File: src/cds_pkg.sv
`timescale 1ns / 1ps
// Shared types, constants and the segment decoder for the clock display scan block.
// No dependencies; every other file of the block imports this package.
package cds_pkg;

  localparam int unsigned NumDigits      = 4;
  localparam int unsigned MaxSteps       = 5;
  localparam int unsigned QueueDepthDflt = 2;
  localparam int unsigned DelayReset     = 5;

  localparam logic [6:0] SegDash = 7'h40;
  localparam logic [6:0] SatMax  = 7'd99;

  typedef enum logic [2:0] {
    KIND_TIME      = 3'd0,
    KIND_BLINK_HRS = 3'd1,
    KIND_BLINK_MIN = 3'd2,
    KIND_DASH_HRS  = 3'd3,
    KIND_DASH_MIN  = 3'd4
  } kind_e;

  typedef struct packed {
    logic [2:0] kind;
    logic [6:0] hours;
    logic [6:0] minutes;
    logic [5:0] seconds;
  } req_t;

  typedef struct packed {
    logic [3:0] digit_on;
    logic [6:0] segments;
    logic [1:0] dwell_units;
    logic       colon_on;
    logic       last;
  } res_t;

  typedef struct packed {
    logic [NumDigits-1:0] digit_on;
    logic [6:0]           segments;
    logic [1:0]           dwell_units;
  } step_t;

  typedef struct packed {
    step_t [MaxSteps-1:0] steps;
    logic [2:0]           cnt;
    logic                 colon;
  } plan_t;

  typedef struct packed {
    step_t [1:0] s;
    logic [1:0]  cnt;
  } group_t;

  function automatic logic [6:0] seg7(input logic [3:0] d);
    logic [6:0] s;
    case (d)
      4'd0:    s = 7'h3F;
      4'd1:    s = 7'h06;
      4'd2:    s = 7'h5B;
      4'd3:    s = 7'h4F;
      4'd4:    s = 7'h66;
      4'd5:    s = 7'h6D;
      4'd6:    s = 7'h7D;
      4'd7:    s = 7'h07;
      4'd8:    s = 7'h7F;
      4'd9:    s = 7'h6F;
      default: s = 7'h00;
    endcase
    return s;
  endfunction

endpackage

File: src/clock_display_scan.sv
`timescale 1ns / 1ps
// The first scan result appears after the request is written into the plan queue and then registered by the sequencer.
// Throughput: one result per cycle while a plan is queued; a request gives one to five results, set by its step count.
// A small plan queue lets new requests enter while the sequencer emits earlier ones.
// Reset (asynchronous, active low) empties the queue and sets the dwell unit register to 5.
// Results cannot be stalled by the receiver. Depends on cds_pkg and the cds_* modules.
module clock_display_scan #(
  parameter int unsigned QueueDepth = cds_pkg::QueueDepthDflt
) (
  input  logic          clk_i,
  input  logic          rst_ni,
  input  logic          start_i,
  output logic          busy_o,
  input  cds_pkg::req_t req_i,
  output logic          res_valid_o,
  output cds_pkg::res_t res_o,
  input  logic          cfg_we_i,
  input  logic [15:0]   cfg_wdata_i
);
  import cds_pkg::*;

  plan_t       plan, head;
  logic        full, head_valid, pop;
  logic [15:0] dwell_unit_q;

  // The dwell unit is held for software; the scan sequence itself does not depend on it.
  always_ff @(posedge clk_i or negedge rst_ni) begin
    if (!rst_ni) begin
      dwell_unit_q <= 16'(DelayReset);
    end else if (cfg_we_i) begin
      dwell_unit_q <= cfg_wdata_i;
    end
  end

  cds_front u_front (
    .req_i  (req_i),
    .plan_o (plan)
  );

  cds_queue #(
    .Depth (QueueDepth)
  ) u_queue (
    .clk_i        (clk_i),
    .rst_ni       (rst_ni),
    .push_i       (start_i),
    .plan_i       (plan),
    .pop_i        (pop),
    .full_o       (full),
    .head_valid_o (head_valid),
    .head_o       (head)
  );

  cds_back u_back (
    .clk_i        (clk_i),
    .rst_ni       (rst_ni),
    .head_valid_i (head_valid),
    .head_i       (head),
    .pop_o        (pop),
    .res_valid_o  (res_valid_o),
    .res_o        (res_o)
  );

  assign busy_o = full;

`ifndef SYNTHESIS
  a_cfg_write: assert property (@(posedge clk_i) disable iff (!rst_ni)
    cfg_we_i |=> dwell_unit_q == $past(cfg_wdata_i))
    else $error("dwell unit register not written");
  a_result_follows: assert property (@(posedge clk_i) disable iff (!rst_ni)
    (start_i && !busy_o && !head_valid) |-> ##2 res_valid_o)
    else $error("accepted request on an idle block gave no result");
  a_busy_when_full: assert property (@(posedge clk_i) disable iff (!rst_ni)
    busy_o |-> head_valid)
    else $error("busy with an empty queue");
`endif

endmodule

File: src/cds_front.sv
`timescale 1ns / 1ps
// Request decoder: turns one refresh request into a plan of up to five scan steps.
// Depends on cds_pkg.
module cds_front (
  input  cds_pkg::req_t  req_i,
  output cds_pkg::plan_t plan_o
);
  import cds_pkg::*;

  logic [6:0]  hrs_sat, min_sat;
  logic [13:0] hrs_prod, min_prod;
  logic [3:0]  hrs_tens, hrs_ones, min_tens, min_ones;
  logic [6:0]  hrs_rem, min_rem;
  logic        even;
  group_t      grp_hrs, grp_min, grp_dash0, grp_dash2, grp_off2, grp_off0, grp_none;
  group_t      grp_a, grp_b, grp_c;
  logic [2:0]  off_b, off_c, rel;

  assign hrs_sat  = (req_i.hours > SatMax) ? SatMax : req_i.hours;
  assign min_sat  = (req_i.minutes > SatMax) ? SatMax : req_i.minutes;
  // Values stay below 100, where multiplying by 103/1024 gives the exact tens digit.
  assign hrs_prod = {7'd0, hrs_sat} * 14'd103;
  assign min_prod = {7'd0, min_sat} * 14'd103;
  assign hrs_tens = hrs_prod[13:10];
  assign min_tens = min_prod[13:10];
  assign hrs_rem  = hrs_sat - {hrs_tens, 3'b000} - {2'b00, hrs_tens, 1'b0};
  assign min_rem  = min_sat - {min_tens, 3'b000} - {2'b00, min_tens, 1'b0};
  assign hrs_ones = hrs_rem[3:0];
  assign min_ones = min_rem[3:0];
  assign even     = ~req_i.seconds[0];

  always_comb begin
    grp_hrs = '0;
    if (hrs_tens != 4'd0) begin
      grp_hrs.s[0] = '{digit_on: 4'b0001, segments: seg7(hrs_tens), dwell_units: 2'd1};
      grp_hrs.s[1] = '{digit_on: 4'b0010, segments: seg7(hrs_ones), dwell_units: 2'd1};
      grp_hrs.cnt  = 2'd2;
    end else begin
      grp_hrs.s[0] = '{digit_on: 4'b0010, segments: seg7(hrs_ones), dwell_units: 2'd1};
      grp_hrs.cnt  = 2'd1;
    end
    grp_min.s[0]   = '{digit_on: 4'b0100, segments: seg7(min_tens), dwell_units: 2'd1};
    grp_min.s[1]   = '{digit_on: 4'b1000, segments: seg7(min_ones), dwell_units: 2'd1};
    grp_min.cnt    = 2'd2;
    grp_dash0.s[0] = '{digit_on: 4'b0001, segments: SegDash, dwell_units: 2'd1};
    grp_dash0.s[1] = '{digit_on: 4'b0010, segments: SegDash, dwell_units: 2'd1};
    grp_dash0.cnt  = 2'd2;
    grp_dash2.s[0] = '{digit_on: 4'b0100, segments: SegDash, dwell_units: 2'd1};
    grp_dash2.s[1] = '{digit_on: 4'b1000, segments: SegDash, dwell_units: 2'd1};
    grp_dash2.cnt  = 2'd2;
    grp_off2       = '0;
    grp_off2.s[0].dwell_units = 2'd2;
    grp_off2.cnt   = 2'd1;
    grp_off0       = '0;
    grp_off0.cnt   = 2'd1;
    grp_none       = '0;
  end

  always_comb begin
    unique case (req_i.kind)
      KIND_TIME: begin
        grp_a = grp_hrs;
        grp_b = grp_min;
        grp_c = grp_off0;
      end
      KIND_BLINK_HRS: begin
        grp_a = even ? grp_hrs : grp_off2;
        grp_b = grp_min;
        grp_c = grp_none;
      end
      KIND_BLINK_MIN: begin
        grp_a = grp_hrs;
        grp_b = even ? grp_min : grp_off2;
        grp_c = grp_none;
      end
      KIND_DASH_HRS: begin
        grp_a = even ? grp_dash0 : grp_off2;
        grp_b = grp_dash2;
        grp_c = grp_none;
      end
      KIND_DASH_MIN: begin
        grp_a = grp_dash0;
        grp_b = even ? grp_dash2 : grp_off2;
        grp_c = grp_none;
      end
      default: begin
        grp_a = grp_off0;
        grp_b = grp_none;
        grp_c = grp_none;
      end
    endcase
  end

  assign off_b = {1'b0, grp_a.cnt};
  assign off_c = off_b + {1'b0, grp_b.cnt};

  always_comb begin
    plan_o       = '0;
    plan_o.cnt   = off_c + {1'b0, grp_c.cnt};
    plan_o.colon = even;
    rel          = '0;
    for (int i = 0; i < MaxSteps; i++) begin
      if (3'(i) < off_b) begin
        plan_o.steps[i] = grp_a.s[i[0]];
      end else if (3'(i) < off_c) begin
        rel             = 3'(i) - off_b;
        plan_o.steps[i] = grp_b.s[rel[0]];
      end else begin
        plan_o.steps[i] = grp_c.s[0];
      end
    end
  end

endmodule

File: src/cds_queue.sv
`timescale 1ns / 1ps
// Small queue of decoded scan plans between the request decoder and the sequencer.
// Depends on cds_pkg.
module cds_queue #(
  parameter int unsigned Depth = cds_pkg::QueueDepthDflt
) (
  input  logic           clk_i,
  input  logic           rst_ni,
  input  logic           push_i,
  input  cds_pkg::plan_t plan_i,
  input  logic           pop_i,
  output logic           full_o,
  output logic           head_valid_o,
  output cds_pkg::plan_t head_o
);
  import cds_pkg::*;

  localparam int unsigned PtrW = (Depth > 1) ? $clog2(Depth) : 1;
  localparam int unsigned CntW = $clog2(Depth + 1);

  plan_t             mem_q [Depth];
  logic [PtrW-1:0]   wptr_q, wptr_d, rptr_q, rptr_d;
  logic [CntW-1:0]   count_q, count_d;
  logic              do_push, do_pop;

  assign full_o       = (count_q == CntW'(Depth));
  assign head_valid_o = (count_q != '0);
  assign head_o       = mem_q[rptr_q];
  assign do_push      = push_i & ~full_o;
  assign do_pop       = pop_i & head_valid_o;

  always_comb begin
    wptr_d  = wptr_q;
    rptr_d  = rptr_q;
    count_d = count_q;
    if (do_push) begin
      wptr_d = (wptr_q == PtrW'(Depth - 1)) ? '0 : wptr_q + 1'b1;
    end
    if (do_pop) begin
      rptr_d = (rptr_q == PtrW'(Depth - 1)) ? '0 : rptr_q + 1'b1;
    end
    if (do_push && !do_pop) begin
      count_d = count_q + 1'b1;
    end else if (!do_push && do_pop) begin
      count_d = count_q - 1'b1;
    end
  end

  always_ff @(posedge clk_i or negedge rst_ni) begin
    if (!rst_ni) begin
      wptr_q  <= '0;
      rptr_q  <= '0;
      count_q <= '0;
    end else begin
      wptr_q  <= wptr_d;
      rptr_q  <= rptr_d;
      count_q <= count_d;
    end
  end

  always_ff @(posedge clk_i) begin
    if (do_push) begin
      mem_q[wptr_q] <= plan_i;
    end
  end

`ifndef SYNTHESIS
  a_count_bound: assert property (@(posedge clk_i) disable iff (!rst_ni)
    count_q <= CntW'(Depth))
    else $error("queue count above depth");
  a_pop_has_head: assert property (@(posedge clk_i) disable iff (!rst_ni)
    pop_i |-> head_valid_o)
    else $error("pop requested from an empty queue");
  a_count_step: assert property (@(posedge clk_i) disable iff (!rst_ni)
    (do_push && !do_pop) |=> count_q == $past(count_q) + 1'b1)
    else $error("queue count did not follow a push");
`endif

endmodule

File: src/cds_back.sv
`timescale 1ns / 1ps
// Scan sequencer: walks the head plan one step per cycle into the registered result.
// Depends on cds_pkg.
module cds_back (
  input  logic           clk_i,
  input  logic           rst_ni,
  input  logic           head_valid_i,
  input  cds_pkg::plan_t head_i,
  output logic           pop_o,
  output logic           res_valid_o,
  output cds_pkg::res_t  res_o
);
  import cds_pkg::*;

  logic [2:0] idx_q, idx_d;
  logic       valid_q;
  res_t       res_q, res_d;
  logic       is_last;
  step_t      cur;

  assign cur     = head_i.steps[idx_q];
  assign is_last = (idx_q == head_i.cnt - 3'd1);
  assign pop_o   = head_valid_i & is_last;

  always_comb begin
    idx_d = idx_q;
    if (head_valid_i) begin
      idx_d = is_last ? '0 : idx_q + 3'd1;
    end
    res_d.digit_on    = cur.digit_on;
    res_d.segments    = cur.segments;
    res_d.dwell_units = cur.dwell_units;
    res_d.colon_on    = head_i.colon;
    res_d.last        = is_last;
  end

  always_ff @(posedge clk_i or negedge rst_ni) begin
    if (!rst_ni) begin
      idx_q   <= '0;
      valid_q <= 1'b0;
    end else begin
      idx_q   <= idx_d;
      valid_q <= head_valid_i;
    end
  end

  always_ff @(posedge clk_i) begin
    if (head_valid_i) begin
      res_q <= res_d;
    end
  end

  assign res_valid_o = valid_q;
  assign res_o       = res_q;

`ifndef SYNTHESIS
  a_idx_in_plan: assert property (@(posedge clk_i) disable iff (!rst_ni)
    head_valid_i |-> idx_q < head_i.cnt)
    else $error("step index beyond plan length");
  a_digit_onehot: assert property (@(posedge clk_i) disable iff (!rst_ni)
    res_valid_o |-> ($onehot0(res_o.digit_on) &&
                     (res_o.digit_on != 4'd0 || res_o.segments == 7'd0)))
    else $error("bad digit enable or lit segments on an all-off step");
  a_last_restarts: assert property (@(posedge clk_i) disable iff (!rst_ni)
    pop_o |=> idx_q == 3'd0)
    else $error("step index not reset after last step");
`endif

endmodule
File: config.mk
export PLATFORM = sky130hd
export DESIGN_NAME = clock_display_scan
export DESIGN_NICKNAME = d
export VERILOG_FILES = /design/src/cds_pkg.sv /design/src/clock_display_scan.sv /design/src/cds_front.sv /design/src/cds_queue.sv /design/src/cds_back.sv
export SDC_FILE = /design/constraint.sdc
export NUM_CORES = 1
export LEC_CHECK = 0
export ABC_AREA = 1
export BUFFER_PORTS_ARGS = -buffer_cell sky130_fd_sc_hd__buf_2
export CAP_MARGIN = 25
export CORE_ASPECT_RATIO = 1.1
export CORE_UTILIZATION = 55
export CTS_CLUSTER_DIAMETER = 40
export DETAILED_ROUTE_END_ITERATION = 8
export PLACE_DENSITY = 0.76
export SYNTH_ARGS = -nofsm -noshare
export SYNTH_HDL_FRONTEND = slang
export SYNTH_HIERARCHICAL = 1
export SYNTH_SLANG_ARGS = --single-unit
File: constraint.sdc
create_clock -name clk_i -period 4.02 [get_ports clk_i]
set_input_delay 0.804 -clock clk_i [delete_from_list [all_inputs] [get_ports clk_i]]
set_output_delay 0.804 -clock clk_i [all_outputs]
set_load 0.01 [all_outputs]
==> results of run 1 <==
## layer usage
| layer | wire (um) | up-vias | global-route usage | part of all wire |
|---|---|---|---|---|
| met4 | 672 | 0 | 0.08920 | 0.026 |
| met5 | 0 | - | 0 | 0 |
| met2 | 13790 | 310 | 0.4767 | 0.54 |
| met3 | 1188 | 54 | 0.03416 | 0.047 |
| li1 | - | 4214 | - | - |
| met1 | 9895 | 4036 | 0.2913 | 0.39 |
## worst max-delay path: cells and delay by family
family / cells / cell delay, ns
compound gates: 3 / 0.51
xor+xnor: 1 / 0.22
fa+ha+maj: 8 / 2.75
buf+inv: 7 / 0.48
simple gates: 11 / 0.94
## area by class of cell
type                    count  area (um2)  share of cell area
clock buffers              17       425.4             0.03053
clock inverters            15       216.5             0.01554
multi-input cells         847        6006              0.4310
inverters                 159       649.4             0.04661
well taps                 243       304.0             0.02182
repair inverters            1       8.758           0.0006286
repair buffers            192        1528              0.1096
flip-flops and latches    161        4796              0.3442
## what timing repair did
action | 4_1_cts | 5_1_grt
pin swaps | 70 | 61
endpoints found under the setup margin | 112 | 112
buffers inserted | 13 | 22
cloned | 1 | 1
gates resized for setup | 160 | 120
## metrics by stage
stage | setup TNS [ns] | worst slack [ns] | utilization
floorplan | -162.87 | -1.711 | -
global placement | -178.78 | -1.753 | 0.6427
detailed placement | -191.47 | -1.918 | 0.6427
CTS | -129.54 | -1.372 | 0.7144
global route | -161.91 | -1.691 | 0.7488
finish | -144.29 | -1.541 | 0.7488
## flip-flops by register name, summed over array words and instances (netlist names)
signal / count
u_queue/rptr_q: 1
u_back/idx_q: 3
u_queue/mem_q: 138
u_back/res_valid_o: 1
u_queue/wptr_q: 1
u_queue/count_q: 2
u_back/res_o: 15
## report_power, final
part           internal, W  switching, W
clock network      0.00110      0.000644
logic              0.00252       0.00376
registers          0.00253      0.000182
total              0.00614       0.00458
## kinds of logic (layout without fill, tap and decap cells)
family                   after synthesis  in the layout
AO/OA/AOI/OAI                         84             84
XOR/XNOR                              13             13
adder cells (fa/ha/maj)              124            124
buffers and inverters                205            384
flip-flops                           161            161
other                                  1             10
AND/OR/NAND/NOR                      616            616
## worst min-delay path by stage
| stage | cells past startpoint | to | slack (ns) |
|---|---|---|---|
| finish | 1 | u_back/idx_q[0] | 0.21 |
| global route | 1 | u_back/idx_q[1] | 0.22 |
| global placement | 2 | u_queue/count_q[1] | 0.46 |
| detailed placement | 2 | u_queue/count_q[1] | 0.46 |
| floorplan | 2 | u_queue/count_q[1] | 0.44 |
| CTS | 1 | u_back/idx_q[2] | 0.21 |
## cell usage in the layout, fill, tap and decap left out, types with 17 or more instances in the layout
| cell | netlist | layout |
|---|---|---|
| nand2_1 | 449 | 390 |
| edfxtp_1 | 153 | 153 |
| buf_4 | 21 | 125 |
| inv_1 | 148 | 119 |
| ha_1 | 107 | 79 |
| nand3_1 | 74 | 63 |
| nand2_2 | 6 | 47 |
| nor2_4 | 1 | 35 |
| buf_2 | 10 | 34 |
| buf_6 | 10 | 27 |
| ha_4 | 0 | 27 |
| inv_2 | 8 | 24 |
| clkbuf_16 | 0 | 18 |
| a21oi_1 | 29 | 17 |
==> flow_metrics.env, run 1 <==
export IMPL_status="finished with violations"
export IMPL_violations="negative setup slack"
export IMPL_syn_cell_area_um2=10540
export IMPL_grt_pass1_vias=8479
export IMPL_synth_most_common_cell="nand2_1"
export IMPL_synthAdderAreaFrac=0.1593
export IMPL_clock_sinks=161
export IMPL_synth_async_reset_ratio=0.04969
export IMPL_clk_latency_ns=0.42
export IMPL_grt_max_degree=70
export IMPL_root_buffer="clkbuf_16"
export IMPL_reg2reg_slack_ns=1.47
export IMPL_total_power_w=0.01073
export IMPL_slowest_delay_ns=0.66
export IMPL_setup_viol=112
export IMPL_first_pass_iters=6
export IMPL_maxSlewViolCount=0
export IMPL_irDropWorstVdd_mv=0.9381
export IMPL_antenna_found_initial=0
export IMPL_io_buffers=37
export IMPL_ant_nets=0
export IMPL_grt_first_pass_wirelength_mm=39.16
export IMPL_fin_ws_ns=-1.541
export IMPL_p_leak_nw=6.522
export IMPL_rsz0062_at_grt="true"
export IMPL_slew_headroom=0.3490
export IMPL_ctsHoldBuffers=0
export IMPL_synthTopCellsByArea="edfxtp_1, nand2_1, ha_1"
export IMPL_avgViaCountPerCell=5.269
export IMPL_fin_crit_ns=5.561
export IMPL_endpoint_kind="register"
export IMPL_timing_rr_end="u_queue/count_q[1]"
export IMPL_final_cell_area_um2=13930
export IMPL_synth_xor_xnor_area_share=0.01223
export IMPL_io_pins=60
export IMPL_start_util=0.5664
export IMPL_slowest_stage="fa_2"
export IMPL_worstHoldPathType="in -> async"
export IMPL_path_class="in -> reg"
export IMPL_startpoint="req_i[17]"
export IMPL_hpwlAfterDp_mm=16.05
export IMPL_drive_above_1_share=0.3355
export IMPL_synth_seq_cells=161
export IMPL_muxShareOfSynthArea=0
export IMPL_required_ns=4.18
export IMPL_yosys_area_top_type="edfxtp_1"
export IMPL_wl_per_cell_um=15.62
export IMPL_synth_area_per_cell_um2=8.753
export IMPL_synth_edf_count=153
export IMPL_num_antenna_cells=0
export IMPL_wl_mm=25.55
export IMPL_start_kind="input port"
export IMPL_die_w_um=134.0
export IMPL_drc_errors=0
export IMPL_r2r_cells=14
export IMPL_num_vias=8614
export IMPL_synth_ff_type="edfxtp_1"
export IMPL_area_growth_pct=32.21
export IMPL_crit_path_end="u_queue/mem_q[0][19]"
export IMPL_htreeDepth=4
export IMPL_instances_no_fill=1635
export IMPL_place_inst=1571
export IMPL_yosysSeqAreaShare=0.4549
export IMPL_crit_fanout=5
export IMPL_drtIter0Drc=621
export IMPL_worst_ep_arrival_time_ns=5.72
export IMPL_numCtsBuffers=17
export IMPL_gp_congestion=0.8450
export IMPL_yosysUniqueCellTypes=42
export IMPL_final_min_period_over_clock_period=1.383
export IMPL_grt_use_total=0.2537
export IMPL_fin_skew_ns=0.008606
export IMPL_cpMostUsedCell="ha_4"
export IMPL_p_per_area_nw_per_um2=769.9
export IMPL_fill_cells=1207
export IMPL_hold_ws_ns=0.2124
export IMPL_num_rows=52
export IMPL_yosys_area_share_simple=0.2383
export IMPL_worstMarginPinSlew_ns=0.9765
export IMPL_dieArea_um2=19720
export IMPL_fp_dieH_um=147.2
export IMPL_finalHoldViolCount=0
export IMPL_ys_warnings_count=6
export IMPL_synth_commonest_cells="nand2_1, edfxtp_1, inv_1"
export IMPL_core_area_um2=18610
export IMPL_layout_nets=1546
export IMPL_placed_area_um2=11960
export IMPL_synth_top_area_frac=0.4359
export IMPL_grt_ovfl_total=0
export IMPL_synth_compound_area_frac=0.04559
export IMPL_timing_rr_start="u_queue/rptr_q"
export IMPL_fmax_mhz=179.8
export IMPL_clk_path_buf_depth=2
export IMPL_cts_clk_slew_worst_paths_ns=0.06
export IMPL_cts_tree="done"
export IMPL_maxCapViolCount=0
export IMPL_syn_inst=1204
export IMPL_synth_top_family_by_area="simple AND/OR/NAND/NOR gates"
(Power assumes the default switching activity.)
==> inputs of run 2 (changes only) <==
clock period = 4.8 ns   (was 4.02 ns; I/O delays follow)
==> run 2 against run 1 <==
Compared with the run above:
- the run still ends with negative setup slack left
- first-iteration DRC count shrank 4.7%
- wire length shrank 4.8%
- worst setup slack gained 0.69 ns
- combinational power shrank 20%
- clock power shrank 27%
- sequential cell count is the same
- clock skew shrank 0.0017 ns
- core utilization shrank 3.4 points
- register-to-register slack gained 0.38 ns
- largest cell class unchanged
- largest power group unchanged
==> flow_metrics.env, run 2 (synthesized netlist as in run 1, its figures left out) <==
export IMPL_status="finished with violations"
export IMPL_violations="negative setup slack"
export IMPL_top_register="u_queue/mem_q"
export IMPL_worstMarginPinSlew_ns=0.8284
export IMPL_finalHoldViolCount=0
export IMPL_maxSlewViolCount=0
export IMPL_timing_rr_start="u_queue/rptr_q"
export IMPL_start_kind="input port"
export IMPL_reg2reg_slack_ns=1.85
export IMPL_placed_area_um2=11920
export IMPL_fill_cells=1376
export IMPL_final_cell_area_um2=13300
export IMPL_fp_dieH_um=147.2
export IMPL_slowest_stage="fa_2"
export IMPL_cts_clk_slew_worst_paths_ns=0.06
export IMPL_hold_ws_ns=0.3768
export IMPL_grt_max_degree=71
export IMPL_top_usage_layer="met2"
export IMPL_die_w_um=134.0
export IMPL_fin_skew_ns=0.006860
export IMPL_antenna_found_initial=0
export IMPL_grt_first_pass_wirelength_mm=39.83
export IMPL_finalSetupTns_ns=-73.44
export IMPL_p_leak_nw=6.329
export IMPL_clk_latency_ns=0.42
export IMPL_final_core_util=0.7147
export IMPL_p_per_area_nw_per_um2=641.4
export IMPL_required_ns=4.97
export IMPL_rsz0062_at_grt="true"
export IMPL_wl_mm=24.33
export IMPL_slew_headroom=0.4477
export IMPL_io_buffers=37
export IMPL_endpoint_kind="register"
export IMPL_numCtsBuffers=17
export IMPL_io_pins=60
export IMPL_grt_ovfl_total=0
export IMPL_fmax_mhz=177.0
export IMPL_use_met3=0.03692
export IMPL_total_power_w=0.008530
export IMPL_setup_viol=112
export IMPL_drtIter0Drc=592
export IMPL_fin_ws_ns=-0.8503
export IMPL_final_common_cell="nand2_1"
export IMPL_drive_above_1_share=0.2951
export IMPL_grt_use_total=0.2567
export IMPL_gp_congestion=0.8334
export IMPL_layout_nets=1530
export IMPL_drc_errors=0
export IMPL_num_rows=52
export IMPL_worstHoldPathType="in -> async"
export IMPL_root_buffer="clkbuf_16"
export IMPL_fin_crit_ns=5.650
export IMPL_grt_use_met2=0.4819
export IMPL_dieArea_um2=19720
export IMPL_num_vias=8487
export IMPL_area_growth_pct=26.19
export IMPL_startpoint="req_i[17]"
export IMPL_worst_ep_arrival_time_ns=5.82
export IMPL_largest_reg_flops=138
export IMPL_grt_pass1_vias=8707
export IMPL_slowest_delay_ns=0.66
export IMPL_clk_path_buf_depth=2
export IMPL_cts_tree="done"
export IMPL_timing_rr_end="u_queue/count_q[1]"
export IMPL_ant_nets=0
export IMPL_crit_path_end="u_queue/mem_q[0][19]"
export IMPL_crit_fanout=5
export IMPL_hpwlAfterDp_mm=16.78
export IMPL_htreeDepth=4
export IMPL_mostFrequentLayoutCells="nand2_1, edfxtp_1, buf_4"
export IMPL_wl_per_cell_um=15.03
export IMPL_irDropWorstVdd_mv=0.5253
export IMPL_final_min_period_over_clock_period=1.177
export IMPL_first_pass_iters=7
export IMPL_num_antenna_cells=0
export IMPL_start_util=0.5664
export IMPL_r2r_cells=17
export IMPL_core_area_um2=18610
export IMPL_clock_sinks=161
export IMPL_avgViaCountPerCell=5.242
export IMPL_path_class="in -> reg"
export IMPL_use_met1=0.2890
export IMPL_maxCapViolCount=0
==> run 2: cell types whose count changed in the layout (fill, tap and decap cells not counted), moves of 4 or more <==
cell and delta:
ha_1 +6, bufinv_16 -4, ha_4 -8, inv_6 +5
nor2_1 +14, nand3_2 -7, inv_1 +6, nor2_4 -12
nand3_1 +6, nand2_4 -6, buf_6 -15, nand2_1 +10
==> run 2: final cells by class <==
cell class,count,area [um2],area share
inverter,159,639.4,0.04808
timing repair buffer,177,1341,0.1009
sequential,161,4796,0.3606
multi-input combinational,847,5660,0.4256
tap,243,304.0,0.02286
clock inverter,15,132.6,0.009973
clock buffer,17,425.4,0.03199
==> run 2: repair_timing <==
item,in CTS,in global routing
buffers inserted,12,9
resized for setup,137,49
endpoints found under the setup margin,112,112
pin swaps,43,30
hold buffers,0,0
==> run 2: power by group <==
part | internal [W] | switching, W
combinational | 0.00201 | 0.00301
sequential | 0.00212 | 0.000118
clock | 0.000717 | 0.000552
==> run 2: per-layer routing <==
metal  wire length, um  share of wire
met1              9207           0.38
met5                 0              0
met2             13240           0.54
met4               610          0.025
met3              1268          0.052
==> run 2: critical path, delay by kind of cell <==
kind / cells / cell delay (ns)
AOI/OAI and AO/OA: 3 / 0.45
xor gates and xnor gates: 1 / 0.16
adders and majority gates: 8 / 2.88
buffers and inverters: 7 / 0.47
and+or+nand+nor: 11 / 0.89
==> run 2: per-stage QoR <==
stage | std cells | setup slack, ns
5_1_grt | 1619 | -1.063
3_3_place_gp | 1566 | -1.135
3_5_place_dp | 1566 | -1.348
4_1_cts | 1610 | -0.7734
2_1_floorplan | 1213 | -1.087
6_report | 1619 | -0.8503
==> run 2: how the worst min path moves through the flow <==
stage / slack [ns] / endpoint / startpoint / depth (start not counted)
after detailed placement: 0.47 / u_queue/wptr_q / u_queue/wptr_q / 2
after floorplan: 0.44 / u_queue/count_q[1] / u_queue/count_q[1] / 2
after global routing: 0.38 / u_back/res_valid_o / rst_ni / 1
after CTS: 0.37 / u_queue/count_q[1] / rst_ni / 1
final: 0.38 / u_back/res_valid_o / rst_ni / 1
after global placement: 0.46 / u_queue/count_q[1] / u_queue/count_q[1] / 2
